<file path="src/rtl/core/hse_pkg.sv">
// hse_pkg: shared types, constants and helpers of the heap sort engine
// used by hse_ctrl and heap_sort_engine_top; no dependencies
`default_nettype none

package hse_pkg;

  localparam int HSE_MAX_ELEMENTS = 64;
  localparam int HSE_DATA_W       = 32;

  typedef enum logic [3:0] {
    ST_IDLE,
    ST_UP_CMP,
    ST_UP_FIN,
    ST_DN_A,
    ST_DN_B,
    ST_DN_C,
    ST_DN_SIFT,
    ST_DN_L,
    ST_DN_R,
    ST_EMIT_RD,
    ST_EMIT_LD
  } hse_state_t;

  // result load request from the sequencer to the output register
  typedef struct packed {
    logic load;
    logic last;
    logic trunc;
  } hse_emit_t;

  // signed greater-than on raw data words
  function automatic logic hse_gt(input logic [HSE_DATA_W-1:0] a,
                                  input logic [HSE_DATA_W-1:0] b);
    hse_gt = $signed(a) > $signed(b);
  endfunction

endpackage

`default_nettype wire

</file>
<file path="src/rtl/core/heap_sort_engine_top.sv">
// heap_sort_engine_top: heap sort engine with stream input and output channels
// depends on hse_pkg, hse_ctrl and hse_ram
//
// usage: values enter one request at a time on in_*; in_tlast closes the set.
// up to MAX_ELEMENTS values are kept, further ones are dropped and every
// result of that run then carries out_tuser = 1.
// after the closing request the set is sorted in the heap ram and replayed on
// out_* in ascending order, out_tlast on the largest value.
// the first value of a set is written straight to the root; each later one that
// is kept climbs the heap one level at a time, and in_tready is low meanwhile.
// sorting moves the root to the tail through ST_DN_A, ST_DN_B and ST_DN_C,
// then sifts the tail value down through ST_DN_SIFT, ST_DN_L and ST_DN_R,
// paced by the single ram read port; readout reads one result (ST_EMIT_RD)
// and loads it into the output register (ST_EMIT_LD) before the next is read.
// in_tready is high only while no set is being sorted or replayed; the next set
// may be accepted while the last result still waits in the output register.
// a stalled receiver holds the output register and pauses the readout.
// reset (rst_n low, synchronous) empties the store and the output register.
`default_nettype none

module heap_sort_engine_top import hse_pkg::*; #(
  parameter int MAX_ELEMENTS = HSE_MAX_ELEMENTS
) (
  input  wire logic        clk,
  input  wire logic        rst_n,
  input  wire logic        in_tvalid,
  output logic             in_tready,
  input  wire logic [31:0] in_tdata,   // [31:0] value
  input  wire logic        in_tlast,   // end_of_set
  output logic             out_tvalid,
  input  wire logic        out_tready,
  output logic      [31:0] out_tdata,  // [31:0] sorted_value
  output logic             out_tlast,  // end_of_run
  output logic             out_tuser   // [0] truncated
);

  localparam int AW = $clog2(MAX_ELEMENTS);

  logic                  ram_we;
  logic [AW-1:0]         ram_waddr;
  logic [HSE_DATA_W-1:0] ram_wdata;
  logic [AW-1:0]         ram_raddr;
  logic [HSE_DATA_W-1:0] ram_rdata;
  hse_emit_t             emit;
  logic                  out_free;

  logic                  out_valid_r, out_valid_nxt;
  logic [HSE_DATA_W-1:0] out_data_r;
  logic                  out_last_r;
  logic                  out_trunc_r;

  hse_ram #(
    .WIDTH (HSE_DATA_W),
    .DEPTH (MAX_ELEMENTS)
  ) u_heap_ram (
    .clk   (clk),
    .we    (ram_we),
    .waddr (ram_waddr),
    .wdata (ram_wdata),
    .raddr (ram_raddr),
    .rdata (ram_rdata)
  );

  hse_ctrl #(
    .MAX_ELEMENTS (MAX_ELEMENTS)
  ) u_ctrl (
    .clk       (clk),
    .rst_n     (rst_n),
    .in_valid  (in_tvalid),
    .in_ready  (in_tready),
    .in_value  (in_tdata),
    .in_last   (in_tlast),
    .out_free  (out_free),
    .ram_we    (ram_we),
    .ram_waddr (ram_waddr),
    .ram_wdata (ram_wdata),
    .ram_raddr (ram_raddr),
    .ram_rdata (ram_rdata),
    .emit      (emit)
  );

  // output register frees up when empty or taken this cycle
  assign out_free = !out_valid_r || out_tready;

  always_comb begin
    out_valid_nxt = out_valid_r;
    if (emit.load) begin
      out_valid_nxt = 1'b1;
    end else if (out_tready) begin
      out_valid_nxt = 1'b0;
    end
  end

  always_ff @(posedge clk) begin
    if (!rst_n) begin
      out_valid_r <= 1'b0;
    end else begin
      out_valid_r <= out_valid_nxt;
    end
  end

  always_ff @(posedge clk) begin
    if (emit.load) begin
      out_data_r  <= ram_rdata;
      out_last_r  <= emit.last;
      out_trunc_r <= emit.trunc;
    end
  end

  assign out_tvalid = out_valid_r;
  assign out_tdata  = out_data_r;
  assign out_tlast  = out_last_r;
  assign out_tuser  = out_trunc_r;

`ifndef SYNTHESIS
  a_load_into_free: assert property (@(posedge clk) disable iff (!rst_n)
    emit.load |-> !out_valid_r)
    else $error("result loaded over a pending result");

  a_no_input_while_busy: assert property (@(posedge clk) disable iff (!rst_n)
    emit.load |-> !in_tready)
    else $error("input accepted during readout");

  a_out_hold: assert property (@(posedge clk) disable iff (!rst_n)
    out_tvalid && !out_tready |=> out_tvalid && $stable({out_tdata, out_tlast, out_tuser}))
    else $error("pending result changed before it was taken");
`endif

endmodule

`default_nettype wire

</file>
<file path="src/rtl/core/hse_ram.sv">
// hse_ram: generic single-clock ram, one write port and one read port
// read data is registered; no dependencies
`default_nettype none

module hse_ram #(
  parameter int WIDTH = 32,
  parameter int DEPTH = 64
) (
  input  wire logic                     clk,
  input  wire logic                     we,
  input  wire logic [$clog2(DEPTH)-1:0] waddr,
  input  wire logic [WIDTH-1:0]         wdata,
  input  wire logic [$clog2(DEPTH)-1:0] raddr,
  output logic      [WIDTH-1:0]         rdata
);

  logic [WIDTH-1:0] mem [DEPTH];

  always_ff @(posedge clk) begin
    if (we) begin
      mem[waddr] <= wdata;
    end
    rdata <= mem[raddr];
  end

endmodule

`default_nettype wire

</file>
<file path="src/rtl/core/hse_ctrl.sv">
// hse_ctrl: heap sequencer; sift-up on insert, root extraction with sift-down,
// then in-order readout. depends on hse_pkg, drives one hse_ram
`default_nettype none

module hse_ctrl import hse_pkg::*; #(
  parameter int MAX_ELEMENTS = HSE_MAX_ELEMENTS
) (
  input  wire logic                              clk,
  input  wire logic                              rst_n,
  input  wire logic                              in_valid,
  output logic                                   in_ready,
  input  wire logic [HSE_DATA_W-1:0]             in_value,
  input  wire logic                              in_last,
  input  wire logic                              out_free,
  output logic                                   ram_we,
  output logic      [$clog2(MAX_ELEMENTS)-1:0]   ram_waddr,
  output logic      [HSE_DATA_W-1:0]             ram_wdata,
  output logic      [$clog2(MAX_ELEMENTS)-1:0]   ram_raddr,
  input  wire logic [HSE_DATA_W-1:0]             ram_rdata,
  output hse_emit_t                              emit
);

  localparam int AW = $clog2(MAX_ELEMENTS);
  localparam int IW = $clog2(MAX_ELEMENTS + 1);
  localparam int CW = IW + 1;

  hse_state_t            state_r, state_nxt;
  logic [IW-1:0]         count_r, count_nxt;
  logic                  ovf_r, ovf_nxt;
  logic                  last_r, last_nxt;
  logic [HSE_DATA_W-1:0] cur_r, cur_nxt;
  logic [HSE_DATA_W-1:0] lchild_r, lchild_nxt;
  logic [IW-1:0]         idx_r, idx_nxt;
  logic [IW-1:0]         end_r, end_nxt;
  logic [AW-1:0]         k_r, k_nxt;

  always_ff @(posedge clk) begin
    if (!rst_n) begin
      state_r <= ST_IDLE;
      count_r <= '0;
      ovf_r   <= 1'b0;
      last_r  <= 1'b0;
    end else begin
      state_r <= state_nxt;
      count_r <= count_nxt;
      ovf_r   <= ovf_nxt;
      last_r  <= last_nxt;
    end
  end

  always_ff @(posedge clk) begin
    cur_r    <= cur_nxt;
    lchild_r <= lchild_nxt;
    idx_r    <= idx_nxt;
    end_r    <= end_nxt;
    k_r      <= k_nxt;
  end

  always_comb begin
    logic [IW-1:0]         new_idx;
    logic [IW-1:0]         half_idx;
    logic [CW-1:0]         lc_idx;
    logic [CW-1:0]         rc_idx;
    logic [CW-1:0]         end_ext;
    logic [HSE_DATA_W-1:0] big_val;
    logic [CW-1:0]         big_idx;
    logic                  start_sort;
    logic                  next_end;
    logic [IW-1:0]         sort_n;

    state_nxt  = state_r;
    count_nxt  = count_r;
    ovf_nxt    = ovf_r;
    last_nxt   = last_r;
    cur_nxt    = cur_r;
    lchild_nxt = lchild_r;
    idx_nxt    = idx_r;
    end_nxt    = end_r;
    k_nxt      = k_r;
    in_ready   = 1'b0;
    ram_we     = 1'b0;
    ram_waddr  = '0;
    ram_wdata  = '0;
    ram_raddr  = '0;
    emit       = '0;
    start_sort = 1'b0;
    next_end   = 1'b0;
    sort_n     = count_r;

    new_idx  = count_r + 1'b1;
    half_idx = idx_r >> 1;
    lc_idx   = {idx_r, 1'b0};
    rc_idx   = {idx_r, 1'b1};
    end_ext  = {1'b0, end_r};
    big_val  = lchild_r;
    big_idx  = lc_idx;
    if (hse_gt(ram_rdata, lchild_r)) begin
      big_val = ram_rdata;
      big_idx = rc_idx;
    end

    unique case (state_r)
      ST_IDLE: begin
        in_ready = 1'b1;
        if (in_valid) begin
          last_nxt = in_last;
          if (count_r < IW'(MAX_ELEMENTS)) begin
            count_nxt = new_idx;
            cur_nxt   = in_value;
            idx_nxt   = new_idx;
            sort_n    = new_idx;
            if (count_r == '0) begin
              ram_we     = 1'b1;
              ram_waddr  = '0;
              ram_wdata  = in_value;
              start_sort = in_last;
            end else begin
              ram_raddr = AW'((new_idx >> 1) - 1'b1);
              state_nxt = ST_UP_CMP;
            end
          end else begin
            ovf_nxt    = 1'b1;
            start_sort = in_last;
          end
        end
      end
      ST_UP_CMP: begin
        ram_we    = 1'b1;
        ram_waddr = AW'(idx_r - 1'b1);
        if (hse_gt(cur_r, ram_rdata)) begin
          // parent moves down into the hole
          ram_wdata = ram_rdata;
          idx_nxt   = half_idx;
          if (half_idx == IW'(1)) begin
            state_nxt = ST_UP_FIN;
          end else begin
            ram_raddr = AW'((half_idx >> 1) - 1'b1);
          end
        end else begin
          ram_wdata  = cur_r;
          state_nxt  = ST_IDLE;
          start_sort = last_r;
        end
      end
      ST_UP_FIN: begin
        ram_we     = 1'b1;
        ram_waddr  = '0;
        ram_wdata  = cur_r;
        state_nxt  = ST_IDLE;
        start_sort = last_r;
      end
      ST_DN_A: begin
        ram_raddr = AW'(end_r - 1'b1);
        state_nxt = ST_DN_B;
      end
      ST_DN_B: begin
        cur_nxt   = ram_rdata;
        ram_raddr = '0;
        state_nxt = ST_DN_C;
      end
      ST_DN_C: begin
        // old root goes to the tail slot, tail value sifts down from the root
        ram_we    = 1'b1;
        ram_waddr = AW'(end_r - 1'b1);
        ram_wdata = ram_rdata;
        idx_nxt   = IW'(1);
        state_nxt = ST_DN_SIFT;
      end
      ST_DN_SIFT: begin
        if (lc_idx < end_ext) begin
          ram_raddr = AW'(lc_idx - 1'b1);
          state_nxt = ST_DN_L;
        end else begin
          ram_we    = 1'b1;
          ram_waddr = AW'(idx_r - 1'b1);
          ram_wdata = cur_r;
          next_end  = 1'b1;
        end
      end
      ST_DN_L: begin
        lchild_nxt = ram_rdata;
        if (rc_idx < end_ext) begin
          ram_raddr = AW'(rc_idx - 1'b1);
          state_nxt = ST_DN_R;
        end else begin
          ram_we    = 1'b1;
          ram_waddr = AW'(idx_r - 1'b1);
          if (hse_gt(ram_rdata, cur_r)) begin
            ram_wdata = ram_rdata;
            idx_nxt   = IW'(lc_idx);
            state_nxt = ST_DN_SIFT;
          end else begin
            ram_wdata = cur_r;
            next_end  = 1'b1;
          end
        end
      end
      ST_DN_R: begin
        ram_we    = 1'b1;
        ram_waddr = AW'(idx_r - 1'b1);
        if (hse_gt(big_val, cur_r)) begin
          ram_wdata = big_val;
          idx_nxt   = IW'(big_idx);
          state_nxt = ST_DN_SIFT;
        end else begin
          ram_wdata = cur_r;
          next_end  = 1'b1;
        end
      end
      ST_EMIT_RD: begin
        if (out_free) begin
          ram_raddr = k_r;
          state_nxt = ST_EMIT_LD;
        end
      end
      ST_EMIT_LD: begin
        emit.load  = 1'b1;
        emit.last  = (k_r == AW'(count_r - 1'b1));
        emit.trunc = ovf_r;
        if (emit.last) begin
          count_nxt = '0;
          ovf_nxt   = 1'b0;
          state_nxt = ST_IDLE;
        end else begin
          k_nxt     = k_r + 1'b1;
          state_nxt = ST_EMIT_RD;
        end
      end
      default: begin
        state_nxt = ST_IDLE;
      end
    endcase

    if (start_sort) begin
      k_nxt = '0;
      if (sort_n >= IW'(2)) begin
        end_nxt   = sort_n;
        state_nxt = ST_DN_A;
      end else begin
        state_nxt = ST_EMIT_RD;
      end
    end

    if (next_end) begin
      end_nxt = end_r - 1'b1;
      k_nxt   = '0;
      if (end_r == IW'(2)) begin
        state_nxt = ST_EMIT_RD;
      end else begin
        state_nxt = ST_DN_A;
      end
    end
  end

`ifndef SYNTHESIS
  a_count_cap: assert property (@(posedge clk) disable iff (!rst_n)
    count_r <= IW'(MAX_ELEMENTS))
    else $error("element count above capacity");

  a_load_after_read: assert property (@(posedge clk) disable iff (!rst_n)
    emit.load |-> $past(state_r) == ST_EMIT_RD)
    else $error("result load without a preceding readout");

  a_run_clears: assert property (@(posedge clk) disable iff (!rst_n)
    emit.load && emit.last |=> count_r == '0 && !ovf_r && state_r == ST_IDLE)
    else $error("set state not cleared after final result");

  a_sift_bounds: assert property (@(posedge clk) disable iff (!rst_n)
    (state_r == ST_DN_SIFT || state_r == ST_DN_L || state_r == ST_DN_R)
      |-> idx_r < end_r && idx_r != '0)
    else $error("sift-down index outside the active heap");
`endif

endmodule

`default_nettype wire
</file>
<file path="config.mk">
export PLATFORM = sky130hd
export DESIGN_NAME = heap_sort_engine_top
export DESIGN_NICKNAME = d
export VERILOG_FILES = /design/src/rtl/core/hse_pkg.sv /design/src/rtl/core/heap_sort_engine_top.sv /design/src/rtl/core/hse_ram.sv /design/src/rtl/core/hse_ctrl.sv
export SDC_FILE = /design/constraint.sdc
export NUM_CORES = 2
export LEC_CHECK = 0
export ABC_AREA = 0
export BUFFER_PORTS_ARGS = -buffer_cell sky130_fd_sc_hd__buf_2
export CELL_PAD_IN_SITES_DETAIL_PLACEMENT = 1
export CELL_PAD_IN_SITES_GLOBAL_PLACEMENT = 1
export CORE_MARGIN = 10
export CORE_UTILIZATION = 40
export CTS_CLUSTER_DIAMETER = 100
export CTS_CLUSTER_SIZE = 8
export DETAILED_ROUTE_END_ITERATION = 7
export HOLD_SLACK_MARGIN = 0.05
export PLACE_DENSITY = 0.69
export SLEW_MARGIN = 20
export SYNTH_ARGS = -nofsm -noshare
export SYNTH_HDL_FRONTEND = slang
export SYNTH_SLANG_ARGS = --single-unit
</file>
<file path="constraint.sdc">
create_clock -name clk -period 11.4 [get_ports clk]
set_input_delay 0.57 -clock clk [delete_from_list [all_inputs] [get_ports clk]]
set_output_delay 0.57 -clock clk [all_outputs]
set_load 0.01 [all_outputs]
</file>
# ---- Word-level counts from Yosys, hierarchy flattened
# Memory sizes are Yosys's and may differ from the RTL's. A register that Yosys moved wholly into a read port is not among the register bits.
# Cells that the tools add are included.
# Widths: inputs -> output; s select.
dict set report totals {
  ff_bits 132
  ram_bits 2048
  inputBits 37
  out_inout_bits 36
  memories 1
}
dict set report classes {
  addsub 9
  order_cmp 8
  eq_ne 29
  mux 82
  bitwise 1
  reduce_logical 21
}
# name depth width rd rd_ports_with_merged_regs wr line_no
set memory_table {}
lappend memory_table {u_heap_ram.mem 64 32 1 1 1 hse_ram.sv:17} ;# logic [WIDTH-1:0] mem [DEPTH];
# op n
set op_table {}
lappend op_table {{$mux 32} 11}
lappend op_table {{$pmux 32 s7} 1}
lappend op_table {{$gt 32x32->1} 4}
lappend op_table {{$mux 7} 13}
lappend op_table {{$pmux 32 s2} 1}
lappend op_table {{$mux 4} 15}
lappend op_table {{$mux 6} 10}
lappend op_table {{$pmux 4 s10} 1}
lappend op_table {{$pmux 6 s6} 1}
lappend op_table {{$pmux 7 s5} 1}
lappend op_table {{$sub 6x1->6 const B} 5}
lappend op_table {{$pmux 6 s4} 1}
lappend op_table {{$mux 1} 21}
lappend op_table {{$eq 4x3->1 const B} 4}
lappend op_table {{$lt 8x7->1} 2}
lappend op_table {{$pmux 7 s2} 1}
lappend op_table {{$eq 4x4->1 const B} 3}
lappend op_table {{$ne 4x1->1 const B} 3}
lappend op_table {{$ne 2x1->1 const B} 5}
lappend op_table {{$reduce_bool 2->1} 5}
lappend op_table {{$eq 4x2->1 const B} 2}
lappend op_table {{$ne 4x2->1 const B} 2}
lappend op_table {{$reduce_and 2->1} 4}
lappend op_table {{$reduce_and 8->1} 1}
lappend op_table {{other kinds (29)} 33}

# ---- Logic depth before layout (Yosys ltp)
dict set report depth {
  depth_word 8
  mapped_depth 29
  depth_no_buf 25
}

# ---- Cells and area by module
# From an unflattened synthesis, not the netlist that was laid out.
dict set report unflattened {
  hier_cells 4400
  hier_area_um2 88738.9
}
# mod instances cells_each area_per_inst_um2
set by_module_without_submodules {}
lappend by_module_without_submodules {hse_ram 1 3323 78517.8}
lappend by_module_without_submodules {hse_ctrl 1 1039 9151.3}
lappend by_module_without_submodules {heap_sort_engine_top 1 38 1069.8}

# ---- Worst setup path before layout
# No wires, ideal clock.
dict set report synth_timing {
  path_kind {reg2reg}
  from {register u_heap_ram.rdata[17] (read register of u_heap_ram.mem)}
  to {memory u_heap_ram.mem[0][0], data pin}
  setup_ns 0.905
  arrival_ns 7.949
  required_ns 10.495
  path_slack_ns 2.545
  path_stages_with_launch 24
  path_buffers 2
  period_less_slack_ns 8.855
  path_cell_list {dfxtp_1 > ha_1 > a21o_1 > a21oi_1 > nor2b_1 > o21ai_0 > nand2b_1 > a21o_1 > a31oi_1 > o22ai_1 > o21ba_2 > clkbuf_1 > buf_1 > mux2_2 > ha_1 > a21o_1 > a21o_1 > a21oi_1 > o21ai_0 > a21o_1 > a31oi_1 > nand3_1 > mux2_2 > o41ai_1}
}
dict set report synth_via {
  elab_chain_cells 5
  elab_cells_between_ends 10
  cone_classes {order compare (4); mux (6)}
}
# item line_no
set synth_lines {}
lappend synth_lines {{from (decl)} hse_ram.sv:14} ;# output logic [WIDTH-1:0] rdata
lappend synth_lines {{$gt 32x32->1} hse_pkg.sv:34} ;# hse_gt = $signed(a) > $signed(b);
lappend synth_lines {{$mux 32} hse_ctrl.sv:97} ;# if (hse_gt(ram_rdata, lchild_r)) begin
lappend synth_lines {{$gt 32x32->1} hse_pkg.sv:34}
lappend synth_lines {{$mux 32} hse_ctrl.sv:201} ;# if (hse_gt(big_val, cur_r)) begin
lappend synth_lines {{$pmux 32 s7 *} hse_ctrl.sv:102} ;# unique case (state_r)
lappend synth_lines {{named net ram_wdata[0]} heap_sort_engine_top.sv:41} ;# logic [HSE_DATA_W-1:0] ram_wdata;
lappend synth_lines {{to (decl)} hse_ram.sv:17}
# Mark *: on every way through the listed nets, which the timed path passes. The rest lies on a longest branch.

# ---- Final worst setup path
dict set report layout_timing {
  from {register u_heap_ram.rdata[17] (read register of u_heap_ram.mem)}
  to {memory u_heap_ram.mem[9][12], data pin}
}
# Same word-level chain as after synthesis.

==> impl_metrics.csv <==
group,metric,value,unit
run_status,status,"finished clean",
synthesis,yosysSeqAreaShare,72.0,%
power_and_ir_drop,p_sw_share,40.0,%
route,wl_per_cell,30.8,um
cts,clk_latency,0.96,ns
synthesis,ys_types,89,
power_and_ir_drop,peakVddDrop,0.233,mV
power_and_ir_drop,power.leakage,36.3,nW
global_route,antenna_found_initial,16,
setup_path,start_kind,"flop",
synthesis,syn_area,0.0916,mm^2
route,viasPerCell,6.13,
finish,area_growth,14.4,%
timing,clock_skew,0.0561,ns
power_and_ir_drop,p_sw,0.0134,W
synthesis,synth-edff-count,2160,
power_and_ir_drop,p_comb_share,38.5,%
placement,place_hpwl,164000,um
placement,dpl-instance-area,0.0958,mm^2
setup_path,critPathLaunch,"u_heap_ram.rdata[17]",
finish,final_cell_mix,"edfxtp_1 (2160), nand2_1 (1277), nand3_1 (545)",
synthesis,syn_inst,6625,
die,die-area,0.248,mm^2
synthesis,yosys_warnings,0,
cts,cts_buffer_depth,4,
finish,finalNetCount,6975,
die,die_h,498,um
synthesis,synth-async-reset-ratio,0,%
timing,fin_setup_tns,0,ns
cts,cts_sinks,2212,
timing,fmax,133,MHz
power_and_ir_drop,pwr_density_cell,319,mW/mm^2
synthesis,synth_nets,6775,
cts,cts_buffers,326,
finish,final_common_cell,"edfxtp_1",
setup_path,critPathMaxFanout,64,
synthesis,synth_area_leader_cell,"edfxtp_1",
cts,clockRootBuffer,"clkbuf_16",
global_route,grt_pass1_vias,63071,
global_route,overflow,0,
die,core_area,0.227,mm^2
synthesis,ys_ff_latch,2212,
power_and_ir_drop,p_int,0.0201,W
die,ios,73,
job,max_cap_violations,0,
power_and_ir_drop,pwr-share-seq,36.4,%
timing,finalCritPeriodShare,66.0,%
route,drt_iter0_drc,7075,
timing,drv_slew,0,
synthesis,synth_area_leaders,"edfxtp_1 (71%), nand2_1 (5.2%), mux2i_1 (3.8%)",
setup_path,worstSetupEndpointType,"flop",
die,die_w,498,um
die,start_util,40.3,%
route,drc_errors,0,
cts,cts_tree,"done",
die,fp-row-count,175,
route,ant_nets,0,
timing,setup_viol,0,
finish,finalInstanceArea,0.105,mm^2
route,drt_pass1_iterations,5,
global_route,track_usage,23.6,%
placement,portBuffers,72,
timing,worst_pin_slew,1.17,ns
synthesis,synth_ff_type,"edfxtp_1",
global_route,grt_start_max_net_pins,156,
timing,min_period,7.52,ns
power_and_ir_drop,pwr-share-clk,25.1,%
global_route,grt_pass1_wl,439000,um
route,routed_wl,304000,um
setup_path,r2r-start,"u_heap_ram.rdata[17]",
worst_hold_path,hp-class,"in -> reg",
placement,gp_congestion,0.845,
route,dr_total_vias,60631,
cts,cts_resized,0,
timing,rsz0062_at_grt,"no",
timing,hold_viol,0,
cts,cts.clk_slew.worst_paths,0.05,ns
timing,relSlewSlack,19.7,%
synthesis,syn_avg_cell_area,13.8,um^2
worst_hold_path,hp-start,"out_tready",
cts,htreeDepth,5,
synthesis,synth.top_cell.area_share,70.8,%
finish,drive_above_1_share,11.4,%
setup_path,crit_required,12.00,ns
setup_path,crit_arrival,8.12,ns
setup_path,worstSetupPathType,"reg -> reg",
## final cells by class
cell class / instances / area, um^2
flip-flops and latches: 2212 / 65900
well taps: 3009 / 3760
inverters: 114 / 428
clock buffers: 368 / 8440
repair buffers: 281 / 2170
diodes: 4 / 10.0
clock inverters: 7 / 80.1
fillers: 22442 / 123000
multi-input cells: 3890 / 24000
## what timing repair did
action,CTS,global route
setup endpoints to repair,0,0
setup buffers,0,0
hold buffers,35,0
endpoints found under the hold margin,43,0
## cell families after synthesis
| family | share of synthesized area [%] |
|---|---|
| AND/OR/NAND/NOR | 10.8 |
| flip-flops | 72.0 |
| AO/OA/AOI/OAI | 7.72 |
| buffers and inverters | 2.61 |
| multiplexers | 4.96 |
| adder cells (fa/ha/maj) | 1.54 |
| XOR/XNOR | 0.370 |
## final timing paths
kind / to / slack (ns) / depth (start not counted)
min reg2reg: u_ctrl.ovf_r / 0.50 / 2
min: out_tvalid / 0.13 / 3
max reg2reg: u_heap_ram.mem[9][12] / 3.88 / 27
max: u_heap_ram.mem[9][12] / 3.88 / 27
## synth_stat cells (110+ instances only)
cell	n
a21oi_1	154
a31oi_1	110
buf_2	135
clkbuf_1	164
edfxtp_1	2160
ha_1	113
inv_1	114
mux2i_1	347
nand2_1	1279
nand3_1	546
nor2_1	326
o21ai_0	132
## power groups by stage
stage	registers (W)	clock network (W)	logic, W
floorplan	0.0123	0	0.00729
global placement	0.0123	0	0.0122
detailed placement	0.0123	0	0.0126
CTS	0.0122	0.00852	0.0127
global route	0.0122	0.00887	0.0137
finish	0.0122	0.00842	0.0129
## per-layer routing
layer,share of wire (%),routed length [um],track usage [%]
met2,47,142000,37.9
met4,3.8,11500,9.05
met5,0.025,75,0
met3,8.4,25600,4.37
met1,41,125000,31.7
## worst max-delay path, cell delays in order (launching register included)
cell	delay, ns
dfxtp_1	0.45
ha_1	0.29
a21o_1	0.18
a21oi_1	0.18
nor2b_1	0.07
o21ai_0	0.15
nand2b_1	0.08
a21o_1	0.20
a31oi_1	0.24
o22ai_1	0.11
o21ba_2	0.53
buf_4	0.53
mux2_2	0.43
ha_1	0.31
nand4_1	0.12
nor2_1	0.24
nand3_1	0.17
inv_1	0.12
a21o_1	0.13
a31oi_1	0.04
nand3_1	0.10
mux2_2	0.43
nor3_2	0.12
buf_4	0.43
a21oi_1	0.25
buf_4	0.28
o211ai_1	0.25
buf_4	0.62
## through the flow
step / hold WS (ns) / utilization [%] / setup slack, ns / power, W / instances
floorplan: 0.428 / - / 2.55 / 0.0196 / 6625
global route: 0.175 / 46.0 / 3.46 / 0.0348 / 9883
detailed placement: 0.492 / 42.1 / 3.99 / 0.0249 / 9471
global placement: 0.458 / 42.1 / 4.04 / 0.0245 / 9471
finish: 0.127 / 46.1 / 3.88 / 0.0335 / 9885
CTS: 0.107 / 46.0 / 3.88 / 0.0334 / 9881
## sequential cells by signal, summed over array words and instances (netlist names)
register and cells:
out_tvalid 1, u_ctrl.cur_r 32, u_ctrl.idx_r 7, out_tuser 1, u_ctrl.last_r 1, u_ctrl.ovf_r 1
u_ctrl.count_r 7, out_tlast 1, u_heap_ram.rdata 32, u_ctrl.end_r 7, u_ctrl.state_r 4, u_ctrl.lchild_r 32
u_heap_ram.mem 2048, out_tdata 32, u_ctrl.k_r 6
Power figures use the tool's default switching activity.
